## config.mk

```make
export PLATFORM = sky130hd
export DESIGN_NAME = lcd_nibble_shift_sequencer
export DESIGN_NICKNAME = d
export VERILOG_FILES = /design/src/rtl/lns_pkg.sv /design/src/rtl/lns_ctrl.sv /design/src/rtl/lns_datapath.sv /design/src/rtl/lcd_nibble_shift_sequencer.sv
export SDC_FILE = /design/constraint.sdc
export NUM_CORES = 1
export LEC_CHECK = 0
export BUFFER_PORTS_ARGS = -buffer_cell sky130_fd_sc_hd__buf_4
export CAP_MARGIN = 25
export CORE_UTILIZATION = 45
export DETAILED_ROUTE_END_ITERATION = 10
export GPL_TIMING_DRIVEN = 0
export PLACE_DENSITY_LB_ADDON = 0.08
export SYNTH_ARGS = -nofsm -noshare
export SYNTH_HDL_FRONTEND = slang
export SYNTH_HIERARCHICAL = 1
export SYNTH_SLANG_ARGS = --single-unit
export TNS_END_PERCENT = 20
```

## constraint.sdc

```tcl
create_clock -name clk -period 5.8 [get_ports clk]
set_input_delay 1.16 -clock clk [delete_from_list [all_inputs] [get_ports clk]]
set_output_delay 1.16 -clock clk [all_outputs]
set_load 0.005 [all_outputs]
```

## src/rtl/lns_pkg.sv

```systemverilog
`timescale 1ns / 1ps
// ----------------------------------------------------------------------------
// lns_pkg
// Shared types, codes and helpers for the LCD nibble shift sequencer.
// ----------------------------------------------------------------------------
package lns_pkg;

	// request codes
	localparam logic [1:0] CMD_SEND   = 2'd0;
	localparam logic [1:0] CMD_CURSOR = 2'd1;
	localparam logic [1:0] CMD_CLEAR  = 2'd2;
	localparam logic [1:0] CMD_INIT   = 2'd3;

	// configuration register indexes
	localparam logic [2:0] REG_RS_POS     = 3'd0;
	localparam logic [2:0] REG_EN_POS     = 3'd1;
	localparam logic [2:0] REG_DATA0_POS  = 3'd2;
	localparam logic [2:0] REG_DATA1_POS  = 3'd3;
	localparam logic [2:0] REG_DATA2_POS  = 3'd4;
	localparam logic [2:0] REG_DATA3_POS  = 3'd5;
	localparam logic [2:0] REG_LINE_LEN   = 3'd6;
	localparam logic [2:0] REG_LINE_COUNT = 3'd7;

	// display command bytes
	localparam logic [7:0] LCD_CLEAR     = 8'h01;
	localparam logic [7:0] LCD_ENTRY     = 8'h06;
	localparam logic [7:0] LCD_DISP_ON   = 8'h0C;
	localparam logic [7:0] LCD_FUNC_2L   = 8'h28;
	localparam logic [7:0] LCD_FUNC_TALL = 8'h24;
	localparam logic [7:0] LCD_FUNC_1L   = 8'h20;
	localparam logic [7:0] LCD_DDRAM     = 8'h80;
	localparam logic [7:0] ROW1_OFFSET   = 8'h40;
	localparam logic [3:0] NIB_WAKE      = 4'h3;
	localparam logic [3:0] NIB_4BIT      = 4'h2;

	// one image update, each produces one output image
	typedef enum logic [2:0] {
		OP_RS,
		OP_HI,
		OP_LO,
		OP_EN0,
		OP_EN1,
		OP_NIB3,
		OP_NIB2
	} op_t;

	// which byte a byte sequence sends
	typedef enum logic [2:0] {
		BS_REQ,
		BS_FUNC,
		BS_DISP,
		BS_CLR,
		BS_ENTRY
	} bsel_t;

	typedef struct packed {
		logic  accept;
		logic  step;
		logic  last;
		op_t   op;
		bsel_t bsel;
	} ctrl_cmd_t;

	function automatic logic [7:0] put_bit(input logic [7:0] img, input logic [2:0] pos,
			input logic v);
		logic [7:0] r;
		r      = img;
		r[pos] = v;
		return r;
	endfunction

endpackage

```

## src/rtl/lns_ctrl.sv

```systemverilog
`timescale 1ns / 1ps
// ----------------------------------------------------------------------------
// lns_ctrl
// Sequencer: walks the nibble and byte steps of a request, one image a step.
// ----------------------------------------------------------------------------
module lns_ctrl (
	input  logic               clk,
	input  logic               arst_n,
	input  logic               in_valid,
	output logic               in_ready,
	input  logic [1:0]         cmd,
	input  logic               out_free,
	output lns_pkg::ctrl_cmd_t ctl
);
	import lns_pkg::*;

	typedef enum logic [1:0] {
		ST_IDLE,
		ST_NIB,
		ST_BYTE
	} state_t;

	state_t     state_q;
	logic [3:0] sub_q;
	logic [1:0] idx_q;
	logic       init_q;
	logic       go;
	logic       seq_last;

	assign in_ready = (state_q == ST_IDLE);
	assign go       = (state_q != ST_IDLE) && out_free;
	assign seq_last = (state_q == ST_BYTE) && (sub_q == 4'd8) && (!init_q || idx_q == 2'd3);

	always_comb begin
		ctl.accept = in_valid && in_ready;
		ctl.step   = go;
		ctl.last   = seq_last;
		ctl.op     = OP_EN0;
		ctl.bsel   = BS_REQ;
		if (state_q == ST_NIB) begin
			unique case (sub_q[1:0])
				2'd0:    ctl.op = (idx_q == 2'd3) ? OP_NIB2 : OP_NIB3;
				2'd2:    ctl.op = OP_EN1;
				default: ctl.op = OP_EN0;
			endcase
		end else begin
			unique case (sub_q)
				4'd0:         ctl.op = OP_RS;
				4'd1:         ctl.op = OP_HI;
				4'd5:         ctl.op = OP_LO;
				4'd3, 4'd7:   ctl.op = OP_EN1;
				default:      ctl.op = OP_EN0;
			endcase
		end
		if (init_q) begin
			unique case (idx_q)
				2'd0:    ctl.bsel = BS_FUNC;
				2'd1:    ctl.bsel = BS_DISP;
				2'd2:    ctl.bsel = BS_CLR;
				default: ctl.bsel = BS_ENTRY;
			endcase
		end
	end

	always_ff @(posedge clk or negedge arst_n) begin
		if (!arst_n) begin
			state_q <= ST_IDLE;
			sub_q   <= '0;
			idx_q   <= '0;
			init_q  <= 1'b0;
		end else begin
			unique case (state_q)
				ST_IDLE: begin
					if (in_valid) begin
						sub_q   <= '0;
						idx_q   <= '0;
						init_q  <= (cmd == CMD_INIT);
						state_q <= (cmd == CMD_INIT) ? ST_NIB : ST_BYTE;
					end
				end
				ST_NIB: begin
					if (go) begin
						if (sub_q == 4'd3) begin
							sub_q <= '0;
							idx_q <= idx_q + 2'd1;
							if (idx_q == 2'd3)
								state_q <= ST_BYTE;
						end else begin
							sub_q <= sub_q + 4'd1;
						end
					end
				end
				default: begin
					if (go) begin
						if (sub_q == 4'd8) begin
							sub_q <= '0;
							idx_q <= idx_q + 2'd1;
							if (seq_last)
								state_q <= ST_IDLE;
						end else begin
							sub_q <= sub_q + 4'd1;
						end
					end
				end
			endcase
		end
	end

endmodule

```

## src/rtl/lns_datapath.sv

```systemverilog
`timescale 1ns / 1ps
// ----------------------------------------------------------------------------
// lns_datapath
// Configuration registers, request bytes, the output image and its register.
// ----------------------------------------------------------------------------
module lns_datapath (
	input  logic               clk,
	input  logic               arst_n,
	input  logic               cfg_valid,
	input  logic [2:0]         cfg_index,
	input  logic [7:0]         cfg_data,
	input  logic [1:0]         cmd,
	input  logic [7:0]         byte_val,
	input  logic               rs_mode,
	input  logic [7:0]         column,
	input  logic [7:0]         line,
	input  logic               tall_font,
	input  lns_pkg::ctrl_cmd_t ctl,
	output logic               out_free,
	output logic               out_valid,
	input  logic               out_ready,
	output logic [7:0]         shift_word,
	output logic               last
);
	import lns_pkg::*;

	logic [2:0] rs_pos_q, en_pos_q, d0_pos_q, d1_pos_q, d2_pos_q, d3_pos_q;
	logic [7:0] line_len_q;
	logic [2:0] line_count_q;

	logic [7:0] image_q;
	logic [7:0] req_byte_q;
	logic [7:0] func_q;
	logic       mode_q;
	logic       out_valid_q;
	logic [7:0] word_q;
	logic       last_q;

	logic [2:0] lim;
	logic [7:0] row;
	logic [7:0] offset;
	logic [7:0] req_byte;
	logic [7:0] func_byte;
	logic [7:0] cur_byte;
	logic [3:0] nib;
	logic [7:0] next_image;

	// cursor address: clamp row, pick row offset
	always_comb begin
		if (line_count_q == 3'd0)
			lim = 3'd1;
		else if (line_count_q > 3'd4)
			lim = 3'd4;
		else
			lim = line_count_q;
		row = (line >= {5'd0, lim}) ? {5'd0, lim - 3'd1} : line;
		unique case (row[1:0])
			2'd0:    offset = 8'h00;
			2'd1:    offset = ROW1_OFFSET;
			2'd2:    offset = line_len_q;
			default: offset = ROW1_OFFSET + line_len_q;
		endcase
		unique case (cmd)
			CMD_SEND:   req_byte = byte_val;
			CMD_CURSOR: req_byte = LCD_DDRAM | (column + offset);
			default:    req_byte = LCD_CLEAR;
		endcase
		if (line_count_q > 3'd1)
			func_byte = LCD_FUNC_2L;
		else if (line_count_q == 3'd1 && tall_font)
			func_byte = LCD_FUNC_TALL;
		else
			func_byte = LCD_FUNC_1L;
	end

	always_comb begin
		unique case (ctl.bsel)
			BS_FUNC:  cur_byte = func_q;
			BS_DISP:  cur_byte = LCD_DISP_ON;
			BS_CLR:   cur_byte = LCD_CLEAR;
			BS_ENTRY: cur_byte = LCD_ENTRY;
			default:  cur_byte = req_byte_q;
		endcase
		unique case (ctl.op)
			OP_HI:   nib = cur_byte[7:4];
			OP_NIB3: nib = NIB_WAKE;
			OP_NIB2: nib = NIB_4BIT;
			default: nib = cur_byte[3:0];
		endcase
		// data lines in order d0..d3, later write wins on a shared position
		next_image = image_q;
		unique case (ctl.op)
			OP_RS:  next_image = put_bit(image_q, rs_pos_q, mode_q);
			OP_EN0: next_image = put_bit(image_q, en_pos_q, 1'b0);
			OP_EN1: next_image = put_bit(image_q, en_pos_q, 1'b1);
			default: begin
				next_image = put_bit(next_image, d0_pos_q, nib[0]);
				next_image = put_bit(next_image, d1_pos_q, nib[1]);
				next_image = put_bit(next_image, d2_pos_q, nib[2]);
				next_image = put_bit(next_image, d3_pos_q, nib[3]);
			end
		endcase
	end

	assign out_free   = !out_valid_q || out_ready;
	assign out_valid  = out_valid_q;
	assign shift_word = word_q;
	assign last       = last_q;

	always_ff @(posedge clk or negedge arst_n) begin
		if (!arst_n) begin
			rs_pos_q     <= 3'd0;
			en_pos_q     <= 3'd1;
			d0_pos_q     <= 3'd2;
			d1_pos_q     <= 3'd3;
			d2_pos_q     <= 3'd4;
			d3_pos_q     <= 3'd5;
			line_len_q   <= 8'd16;
			line_count_q <= 3'd2;
			image_q      <= '0;
			out_valid_q  <= 1'b0;
		end else begin
			if (cfg_valid) begin
				unique case (cfg_index)
					REG_RS_POS:    rs_pos_q     <= cfg_data[2:0];
					REG_EN_POS:    en_pos_q     <= cfg_data[2:0];
					REG_DATA0_POS: d0_pos_q     <= cfg_data[2:0];
					REG_DATA1_POS: d1_pos_q     <= cfg_data[2:0];
					REG_DATA2_POS: d2_pos_q     <= cfg_data[2:0];
					REG_DATA3_POS: d3_pos_q     <= cfg_data[2:0];
					REG_LINE_LEN:  line_len_q   <= cfg_data;
					default:       line_count_q <= cfg_data[2:0];
				endcase
			end
			if (ctl.accept && cmd == CMD_INIT)
				image_q <= '0;
			else if (ctl.step)
				image_q <= next_image;
			if (ctl.step)
				out_valid_q <= 1'b1;
			else if (out_ready)
				out_valid_q <= 1'b0;
		end
	end

	always_ff @(posedge clk) begin
		if (ctl.accept) begin
			req_byte_q <= req_byte;
			func_q     <= func_byte;
			mode_q     <= (cmd == CMD_SEND) ? rs_mode : 1'b0;
		end
		if (ctl.step) begin
			word_q <= next_image;
			last_q <= ctl.last;
		end
	end

endmodule

```

## src/rtl/lcd_nibble_shift_sequencer.sv

```systemverilog
`timescale 1ns / 1ps
// ----------------------------------------------------------------------------
// lcd_nibble_shift_sequencer
// Character LCD 4-bit interface through an 8-bit shift register: emits the
// register images for byte send, cursor set, clear and init requests.
// ----------------------------------------------------------------------------
//  channel  handshake              payload
//  in       in_valid / in_ready    cmd, byte_val, rs_mode, column, line, tall_font
//  out      out_valid / out_ready  shift_word, last
//  cfg      cfg_valid / cfg_ready  cfg_index, cfg_data
//
//  One image per cycle from the sequencer while the output is not stalled: a send,
//  cursor or clear request issues 9 images after it is accepted, init issues 52.
//  A new request is taken only once the previous one has issued its last image.
//  A stalled output holds the sequencer; cfg is always ready.
//  Reset restores the default bit positions, 16 columns, 2 lines, image zero.
// ----------------------------------------------------------------------------
module lcd_nibble_shift_sequencer (
	input  logic       clk,
	input  logic       arst_n,
	input  logic       in_valid,
	output logic       in_ready,
	input  logic [1:0] cmd,
	input  logic [7:0] byte_val,
	input  logic       rs_mode,
	input  logic [7:0] column,
	input  logic [7:0] line,
	input  logic       tall_font,
	output logic       out_valid,
	input  logic       out_ready,
	output logic [7:0] shift_word,
	output logic       last,
	input  logic       cfg_valid,
	output logic       cfg_ready,
	input  logic [2:0] cfg_index,
	input  logic [7:0] cfg_data
);
	import lns_pkg::*;

	ctrl_cmd_t ctl;
	logic      out_free;

	assign cfg_ready = 1'b1;

	lns_ctrl u_ctrl (
		.clk      (clk),
		.arst_n   (arst_n),
		.in_valid (in_valid),
		.in_ready (in_ready),
		.cmd      (cmd),
		.out_free (out_free),
		.ctl      (ctl)
	);

	lns_datapath u_dp (
		.clk        (clk),
		.arst_n     (arst_n),
		.cfg_valid  (cfg_valid),
		.cfg_index  (cfg_index),
		.cfg_data   (cfg_data),
		.cmd        (cmd),
		.byte_val   (byte_val),
		.rs_mode    (rs_mode),
		.column     (column),
		.line       (line),
		.tall_font  (tall_font),
		.ctl        (ctl),
		.out_free   (out_free),
		.out_valid  (out_valid),
		.out_ready  (out_ready),
		.shift_word (shift_word),
		.last       (last)
	);

endmodule
```

**Yosys cells after proc, flatten, opt, wreduce, memory -nomap -nowiden**

Cells that the tools add are included.

- Register bits: 72
- Output and inout bits: 12

- Equal/unequal tests: 35
- $add $sub $neg: 5
- Order comparisons: 15
- Bitwise gates (word level): 4
- Reductions and logical operators: 45
- Mux-type cells: 57

Operators by type and width:

| operator | number |
|---|---|
| $bwmux 8 | 5 |
| $pmux 8 s4 | 1 |
| $mux 2 | 15 |
| $lt 3x4->1 const B | 6 |
| $pmux 8 s3 | 1 |
| $eq 3x3->1 const B | 7 |
| $pmux 7 s3 | 1 |
| $mux 4 | 5 |
| $demux 1 s3 | 6 |
| $ge 3x1->1 const B | 6 |
| $reduce_and 2->1 | 9 |
| $mux 8 | 2 |
| $pmux 8 s2 | 1 |
| $eq 3x2->1 const B | 5 |
| $mux 3 | 5 |
| $eq 2x2->1 const B | 6 |
| $eq 3x1->1 const B | 4 |
| $logic_and 1x1->1 | 12 |
| $pmux 3 s4 | 1 |
| $pmux 4 s3 | 1 |
| $logic_not 2->1 | 5 |
| $logic_not 3->1 | 3 |
| $pmux 3 s3 | 1 |
| $and 8x8->8 | 1 |
| 32 further kinds | 52 |

**Depth between registers and ports, before layout**

Gate-level depths: netlist of the first run.

- Depth in word-level cells: 13
- Gate-level depth with buffers: 16
- Mapped depth without buffers: 15

**Modules after synthesis**

Netlist of the first run, hierarchy kept.

Modules (own cells, without submodules):

| module | instances | area each (µm²) | cells each |
|---|---|---|---|
| lns_datapath | 1 | 4176.5 | 452 |
| lns_ctrl | 1 | 710.7 | 81 |
| lcd_nibble_shift_sequencer | 1 | 11.3 | 2 |

**Worst setup path after synthesis of the first run**

Ideal clock, no wire load.

- Path kind: input-to-reg
- Start: in line[0]
- End: reg u_dp.req_byte_q[6] (data pin)
- Cell stages on the path: 15
- Setup slack: 1657 ps
- Data arrival time: 4008 ps
- Cells stage by stage: inv_1 -> ha_1 -> nor3b_1 -> nor2_1 -> or3_1 -> clkbuf_1 -> and3_1 -> ha_1 -> fa_1 -> a211oi_1 -> o21bai_1 -> a21o_1 -> and4_1 -> a2111o_1 -> nand3_1

- Longest elaborated chain between the ends: 6
- Elaborated cells between the ends (all ways): 8
- Classes of those cells: add/sub: 1; order compare: 1; eq/ne: 2; mux: 3; reduce/logical: 1

Ends and longest elaborated chain:

| item | RTL line | text |
|---|---|---|
| from (decl) | lcd_nibble_shift_sequencer.sv:27 | `input logic [7:0] line,` |
| $ge 8x3->1 | lns_datapath.sv:56 | `row = (line >= {5'd0, lim}) ? {5'd0, lim - 3'd1} : line;` |
| $mux 2 (*) | lns_datapath.sv:56 |  |
| $eq 2x2->1 (tied with other cells) | lns_datapath.sv:57 | `unique case (row[1:0])` |
| $pmux 7 s3 (*) | lns_datapath.sv:57 |  |
| $add 7x7->7 (*) | lns_datapath.sv:65 | `CMD_CURSOR: req_byte = LCD_DDRAM \| (column + offset);` |
| $pmux 8 s2 (*) | lns_datapath.sv:63 | `unique case (cmd)` |
| via u_dp.req_byte[6] | lns_datapath.sv:42 | `logic [7:0] req_byte;` |
| to (signal assigned) | lns_datapath.sv:148 | `req_byte_q <= req_byte;` |
| to (decl) | lns_datapath.sv:32 | `logic [7:0] req_byte_q;` |

The timed path passes the listed nets; every way through them passes the cells marked *.
A chain may end at the register's enable or synchronous reset.

**Worst setup path after layout of the first run**

Same ends and word-level chain as after synthesis.

==> reports/qor.txt, run 1 <==
status: finished clean
die boundary height: 106 um
post-cts gate resize count: 0
area grow syn2layout: 14.9%
worst-case vdd ir drop: 0.000220 V
global route total overflow: 0
type of the most critical hold path: reg2reg
maximum fanout count along the critical path: 8
pin slew with the least headroom to its limit: 661 ps
post-route fraction of the period consumed by the critical path: 71.3%
later-pin clock latency in the skew report: 340 ps
mapped cell area: 4900 um^2
detail-routed net length per standard cell: 17.5 um
fraction of synthesis flops using an asynchronous set or reset pin: 69.7%
final-report hold violation count: 0
Core ar.: 10400 um^2
number of enable flip-flop cells after synthesis: 20
antenna violations before repair: 0
top cells by instance count after synthesis: sky130_fd_sc_hd__nor2_1 (46), sky130_fd_sc_hd__dfrtp_1 (37), sky130_fd_sc_hd__nand2_1 (37), sky130_fd_sc_hd__a21oi_1 (33), sky130_fd_sc_hd__mux2_2 (26)
Setup crit start kind: primary input
clock share of power: 12.2%
syn_nets: 596
critical path data required time: 6010 ps
cell family with the largest share of critical-path delay: simple AND/OR/NAND/NOR gates
XOR/XNOR share of the synthesized area: 0.536%
Fmax: 242 MHz
Reg power frac: 28.2%
Comb power frac: 59.6%
distinct cell type count of the synthesized netlist: 82
multiplexer share of the synthesized area: 8.71%
Iteration-0 DRC Markers: 404
vias in the first global route: 4278
final core utilization: 54.0%
flops & latches, synth: 66
power density over the cells: 515 nW/um^2
number of optimization iterations in the first detailed-route pass: 5
number of hold-repair buffers added at the cts stage: 0
vias per std cell: 5.91
sw power: 1380 uW
count of placed standard cells in the final layout, fillers left out: 738
count of input and output buffers: 51
delay of the slowest critical-path stage: 420 ps
CP Data Arrival Time: 4340 ps
setup repair after global routing missed its margin: no
synthesized-area fraction occupied by adder cells: 4.50%
part of the Yosys area used for sequential elements: 36.0%
post-layout total power: 2900 uW
cell chain of the critical path: buf_4 -> inv_1 -> ha_1 -> nor3b_1 -> nor2_1 -> or3_1 -> clkbuf_1 -> and3_1 -> ha_1 -> fa_1 -> a211oi_1 -> o21bai_1 -> a21o_1 -> and4_1 -> a2111o_1 -> nand3_1
CTS tree: built
number of placed I/O pins: 56
Tot GR Track Use: 24.1%
cell row count: 37
commonest register cell after synthesis: sky130_fd_sc_hd__dfrtp_1
filler cell count in the final layout: 977
Setup Skew: 14.7 ps
largest net degree at the start of global routing: 47
count of final max-slew check failures: 0
number of placed instances, taps included: 722
Setup Crit Path Kind: in2reg
synthesis warning total: 6
most area-hungry cell type in the Yosys netlist: sky130_fd_sc_hd__dfrtp_1
Num CTS Buffers: 9
total negative slack: 0 ps
clock transition time at the flip-flop clock pins of the worst setup and hold paths: 80 ps
Antenna Diode Count: 0
full die area: 11300 um^2
Detailed Route WL: 12.9 mm
Static Leakage: 0.00230 uW
DP Wirelength: 9.73 mm
overall die width: 106 um
Final #Nets: 658
top-count cell post-synth: sky130_fd_sc_hd__nor2_1
Worst path slowest cell: sky130_fd_sc_hd__fa_1
Max-Slew Margin vs Limit: 55.5%
clock tree root driver cell: sky130_fd_sc_hd__clkbuf_8
Worst path most repeated cell: sky130_fd_sc_hd__ha_1
starting utilization of the core area: 47.0%
worst-case hold slack: 501 ps
wire length of the first global-routing pass: 21.2 mm
switch share: 47.4%
share of the synthesized area in the top cell type: 18.9%
fin crit period: 4130 ps
routability cong.: 0.916
Area contributors post-synth: sky130_fd_sc_hd__dfrtp_1 (19%), sky130_fd_sc_hd__edfxtp_1 (12%), sky130_fd_sc_hd__mux2_2 (6.0%)
buffering stage count on the worst path with inverters included: 3
Sink Count: 66
combinational family with the most area after synthesis: simple AND/OR/NAND/NOR gates
mean area per synthesized cell: 9.16 um^2
fraction of the mapped netlist area in compound gates: 21.4%
ANT nets after route: 0
H-tree levels: 3
critical path capture point type: flip-flop
post-CTS setup buffers: 0
maximum clock insertion buffer count: 2
number of vias after detailed routing: 4359
total of max-cap violations: 0
number of design rule violations left after detail routing: 0
Synth Instances: 535
Int Pwr: 1530 uW
fraction of layout cells with a size suffix above 1: 23.1%
area share of and/or/nand/nor cells after synthesis: 24.0%
final setup fails: 0
[registers in the layout (all words and copies together) (netlist names), 2 cells and up]
signal,flops
u_dp/line_len_q,7
u_dp/image_q,8
u_dp/d0_pos_q,3
u_dp/line_count_q,3
u_dp/d3_pos_q,3
u_dp/func_q,2
u_dp/rs_pos_q,3
u_ctrl/idx_q,2
u_ctrl/state_q,2
u_dp/d2_pos_q,3
u_ctrl/sub_q,4
u_dp/d1_pos_q,3
u_dp/en_pos_q,3
u_dp/shift_word,8
u_dp/req_byte_q,8
[power groups by stage]
stage                     registers [uW]  logic (uW)  clock network (uW)
after global placement               818        1660                   0
final                                818        1730                 354
after detailed placement             821        1690                   0
after global routing                 838        1900                 386
after CTS                            816        1700                 368
after floorplan                      776        1240                   0
[cell usage in the layout, fill, tap and decap left out, types with 15 or more instances in the layout]
master                     count
sky130_fd_sc_hd__a21oi_1      33
sky130_fd_sc_hd__buf_4        54
sky130_fd_sc_hd__clkbuf_1     17
sky130_fd_sc_hd__dfrtp_1      37
sky130_fd_sc_hd__edfxtp_1     20
sky130_fd_sc_hd__ha_1         16
sky130_fd_sc_hd__inv_1        21
sky130_fd_sc_hd__mux2_2       26
sky130_fd_sc_hd__nand2_1      37
sky130_fd_sc_hd__nand3_1      21
sky130_fd_sc_hd__nor2_1       46
sky130_fd_sc_hd__o21ai_0      18
sky130_fd_sc_hd__o31ai_1      15
[logic make-up (layout without fill, tap and decap cells)]
family	after synthesis	count (layout)
other	1	1
adder cells (fa/ha/maj)	17	17
AND/OR/NAND/NOR	209	209
flip-flops	66	66
AO/OA/AOI/OAI	148	148
XOR/XNOR	3	3
multiplexers	39	39
buffers and inverters	52	119
[final cells by class]
cell class / instances / area, um^2 / area share, %
inverters: 24 / 95.1 / 1.69
plain buffers: 28 / 138 / 2.44
repair buffers: 51 / 383 / 6.80
well taps: 136 / 170 / 3.02
clock inverters: 6 / 40.0 / 0.711
multi-input cells: 417 / 2900 / 51.6
clock buffers: 10 / 138 / 2.44
flip-flops and latches: 66 / 1760 / 31.3
[path summary, 6_finish.rpt]
check,slack [ps],cells after the start,end,from
hold / removal,500,1,u_dp/line_len_q[5],u_dp/line_len_q[5]
max in group asynchronous,4560,1,u_dp/line_len_q[3],arst_n
hold reg to reg,500,1,u_dp/line_len_q[5],u_dp/line_len_q[5]
min in group asynchronous,820,1,u_ctrl/sub_q[2],arst_n
setup / recovery,1670,16,u_dp/req_byte_q[6],line[0]
setup reg to reg,1930,15,u_dp/req_byte_q[6],u_dp/line_count_q[1]
[per-stage QoR]
step                      area (um^2)  setup slack [ps]
after floorplan                  4900              1660
after global placement           5450              1380
after detailed placement         5450              1340
after CTS                        5630              1700
after global routing             5630              1460
final                            5630              1670
[metal layers]
metal / global-route usage (%) / vias up / part of all wire, %
li1: - / 2136 / -
met1: 32.6 / 2058 / 47
met2: 37.9 / 153 / 45
met3: 5.40 / 12 / 6.3
met4: 7.94 / 0 / 1.7
met5: 0 / - / 0
No activity file was read; power rests on OpenSTA's default activity.
==> inputs of run 2 (changes only) <==
--- a/config.mk
+++ b/config.mk
@@ -5,6 +5,7 @@
 export SDC_FILE = /design/constraint.sdc
 export NUM_CORES = 1
 export LEC_CHECK = 0
+export ABC_AREA = 1
 export BUFFER_PORTS_ARGS = -buffer_cell sky130_fd_sc_hd__buf_4
 export CAP_MARGIN = 25
 export CORE_UTILIZATION = 45
==> constraint.sdc (replaced) <==
create_clock -name clk -period 4.22 [get_ports clk]
set_input_delay 0.844 -clock clk [delete_from_list [all_inputs] [get_ports clk]]
set_output_delay 0.844 -clock clk [all_outputs]
set_load 0.005 [all_outputs]
==> reports/qor.txt, run 2 <==
status: finished clean
CP Data Arrival Time: 3720 ps
pin slew with the least headroom to its limit: 660 ps
Num CTS Buffers: 9
clock tree root driver cell: sky130_fd_sc_hd__clkbuf_8
Core ar.: 9860 um^2
H-tree levels: 3
Max-Slew Margin vs Limit: 55.5%
Place WS: 454 ps
number of design rule violations left after detail routing: 0
number of placed I/O pins: 56
vias per std cell: 5.11
routability cong.: 0.886
number of optimization iterations in the first detailed-route pass: 5
largest net degree at the start of global routing: 47
min setup slack post-route: 610 ps
share of the synthesized area in the top cell type: 20.0%
Setup crit start kind: flip-flop
CTS tree: built
mean area per synthesized cell: 6.99 um^2
number of vias after detailed routing: 4404
count of input and output buffers: 52
number of enable flip-flop cells after synthesis: 20
global route total overflow: 0
worst-case vdd ir drop: 0.000365 V
number of placed instances, taps included: 846
top cells by instance count after synthesis: sky130_fd_sc_hd__nand2_1 (161), sky130_fd_sc_hd__inv_1 (111), sky130_fd_sc_hd__nand3_1 (54), sky130_fd_sc_hd__o21ai_0 (54), sky130_fd_sc_hd__nor2_1 (50)
leading cell types in the layout, fill and taps excluded: sky130_fd_sc_hd__nand2_1 (161), sky130_fd_sc_hd__inv_1 (111), sky130_fd_sc_hd__buf_4 (55), sky130_fd_sc_hd__o21ai_0 (54), sky130_fd_sc_hd__nand3_1 (54)
synthesis warning total: 6
number of hold-repair buffers added at the cts stage: 0
count of placed standard cells in the final layout, fillers left out: 862
die boundary height: 103 um
post-route fraction of the period consumed by the critical path: 85.5%
final-report hold violation count: 0
Worst path slowest cell: sky130_fd_sc_hd__dfstp_2
Tot GR Track Use: 24.3%
Synth Instances: 661
overall die width: 103 um
Antenna Diode Count: 0
commonest non-fill, non-tap cell in the layout: sky130_fd_sc_hd__nand2_1
Iteration-0 DRC Markers: 212
Detailed Route WL: 11.7 mm
post-CTS setup buffers: 0
fraction of synthesis flops using an asynchronous set or reset pin: 69.7%
vias in the first global route: 4128
Fmax: 277 MHz
syn_nets: 722
delay of the slowest critical-path stage: 540 ps
Sink Count: 66
Setup Skew: 6.60 ps
maximum clock insertion buffer count: 2
commonest register cell after synthesis: sky130_fd_sc_hd__dfrtp_1
filler cell count in the final layout: 948
mapped cell area: 4620 um^2
count of final max-slew check failures: 0
DP Wirelength: 8.99 mm
cell row count: 36
setup repair after global routing missed its margin: no
final setup fails: 0
detail-routed net length per standard cell: 13.6 um
part of the Yosys area used for sequential elements: 38.2%
most area-hungry cell type in the Yosys netlist: sky130_fd_sc_hd__dfrtp_1
top-count cell post-synth: sky130_fd_sc_hd__nand2_1
ANT nets after route: 0
power density over the cells: 771 nW/um^2
post-cts gate resize count: 0
critical path data required time: 4330 ps
antenna violations before repair: 0
later-pin clock latency in the skew report: 350 ps
Final #Nets: 785
critical path capture point type: flip-flop
maximum fanout count along the critical path: 6
total of max-cap violations: 0
distinct cell type count of the synthesized netlist: 41
full die area: 10700 um^2
Setup Crit Path Kind: reg2reg
cell chain of the critical path: inv_1 -> o21ai_0 -> inv_1 -> ha_1 -> inv_1 -> a21boi_0 -> o21ai_0 -> nand2_1 -> or2_2 -> nand2_1 -> nor2_1 -> ha_1 -> fa_1 -> nand4_1 -> nand3_1 -> nand4_1 -> nand3_1 -> nand3_1 -> nand2_1
starting utilization of the core area: 46.8%
fraction of layout cells with a size suffix above 1: 14.4%
clock transition time at the flip-flop clock pins of the worst setup and hold paths: 80 ps
flops & latches, synth: 66
fin crit period: 3610 ps
worst-case hold slack: 480 ps
Static Leakage: 0.00264 uW
Area contributors post-synth: sky130_fd_sc_hd__dfrtp_1 (20%), sky130_fd_sc_hd__nand2_1 (13%), sky130_fd_sc_hd__edfxtp_1 (13%)
area grow syn2layout: 17.3%
wire length of the first global-routing pass: 19.5 mm
type of the most critical hold path: reg2reg
total negative slack: 0 ps
run 2: cell types whose count changed after synthesis, moves of 10 or more:
| cell | delta |
|---|---|
| sky130_fd_sc_hd__mux2_2 | -25 |
| sky130_fd_sc_hd__nand2b_1 | -10 |
| sky130_fd_sc_hd__o21ai_0 | +36 |
| sky130_fd_sc_hd__nand3b_1 | -11 |
| sky130_fd_sc_hd__nor2b_1 | -10 |
| sky130_fd_sc_hd__nor3_1 | +27 |
| sky130_fd_sc_hd__nand3_1 | +33 |
| sky130_fd_sc_hd__clkbuf_1 | -13 |
| sky130_fd_sc_hd__nand2_1 | +124 |
| sky130_fd_sc_hd__inv_1 | +90 |
| sky130_fd_sc_hd__mux2i_1 | -12 |
| sky130_fd_sc_hd__o31ai_1 | -15 |
run 2: final cells by class:
type / count / area [um^2] / share of cell area (%)
timing repair buffer: 52 / 390 / 7.21
buffer: 7 / 37.5 / 0.693
tap: 133 / 166 / 3.07
inverter: 113 / 424 / 7.83
multi-input combinational: 475 / 2390 / 44.2
clock buffer: 9 / 124 / 2.29
sequential: 66 / 1760 / 32.6
clock inverter: 7 / 116 / 2.15
run 2: path summary, 6_finish.rpt:
path	from	to	slack (ps)	cells past startpoint
worst max-delay path	u_dp/line_count_q[1]	u_dp/req_byte_q[6]	610	19
worst min-delay path	u_dp/line_len_q[4]	u_dp/line_len_q[4]	480	2
worst max register to register	u_dp/line_count_q[1]	u_dp/req_byte_q[6]	610	19
worst min register to register	u_dp/line_len_q[4]	u_dp/line_len_q[4]	480	2
max in group asynchronous	arst_n	u_dp/d1_pos_q[2]	3300	1
min in group asynchronous	arst_n	u_ctrl/state_q[1]	500	1
run 2: through the flow:
stage | power [uW] | util (%) | instance area [um^2]
4_1_cts | 4180 | 54.9 | 5420
3_3_place_gp | 3450 | 52.5 | 5170
6_report | 4170 | 54.9 | 5420
2_1_floorplan | 2820 | - | 4620
5_1_grt | 4570 | 54.9 | 5420
3_5_place_dp | 3510 | 52.5 | 5170
run 2: critical path, delay by kind of cell (launching register included):
kind	cells	cell delay (ps)
compound gates	3	420
flops	1	540
simple gates	10	1270
buf+inv	3	210
fa+ha+maj	3	940
run 2: logic make-up (layout without fill, tap and decap cells):
| family | count (synthesis) | after routing | synth area share, % |
|---|---|---|---|
| AO/OA/AOI/OAI | 116 | 116 | 14.0 |
| adder cells (fa/ha/maj) | 17 | 17 | 4.77 |
| buffers and inverters | 120 | 188 | 10.0 |
| flip-flops | 66 | 66 | 38.2 |
| multiplexers | 1 | 1 | 0.244 |
| other | 1 | 1 | 0.0812 |
| AND/OR/NAND/NOR | 340 | 340 | 32.8 |
run 2: layer usage:
metal | GRT usage, % | vias up | wire length [um]
li1 | - | 2294 | -
met1 | 32.9 | 1996 | 5730
met2 | 39.7 | 102 | 5370
met3 | 3.36 | 12 | 462
met4 | 8.78 | 0 | 163
met5 | 0 | - | 0
run 2: where the power goes:
| part | leakage [uW] | total (uW) | switching, uW | internal [uW] |
|---|---|---|---|---|
| Combinational | 0.00177 | 2400 | 1600 | 803 |
| Clock | 0.000121 | 651 | 258 | 392 |
| Sequential | 0.000751 | 1120 | 170 | 953 |
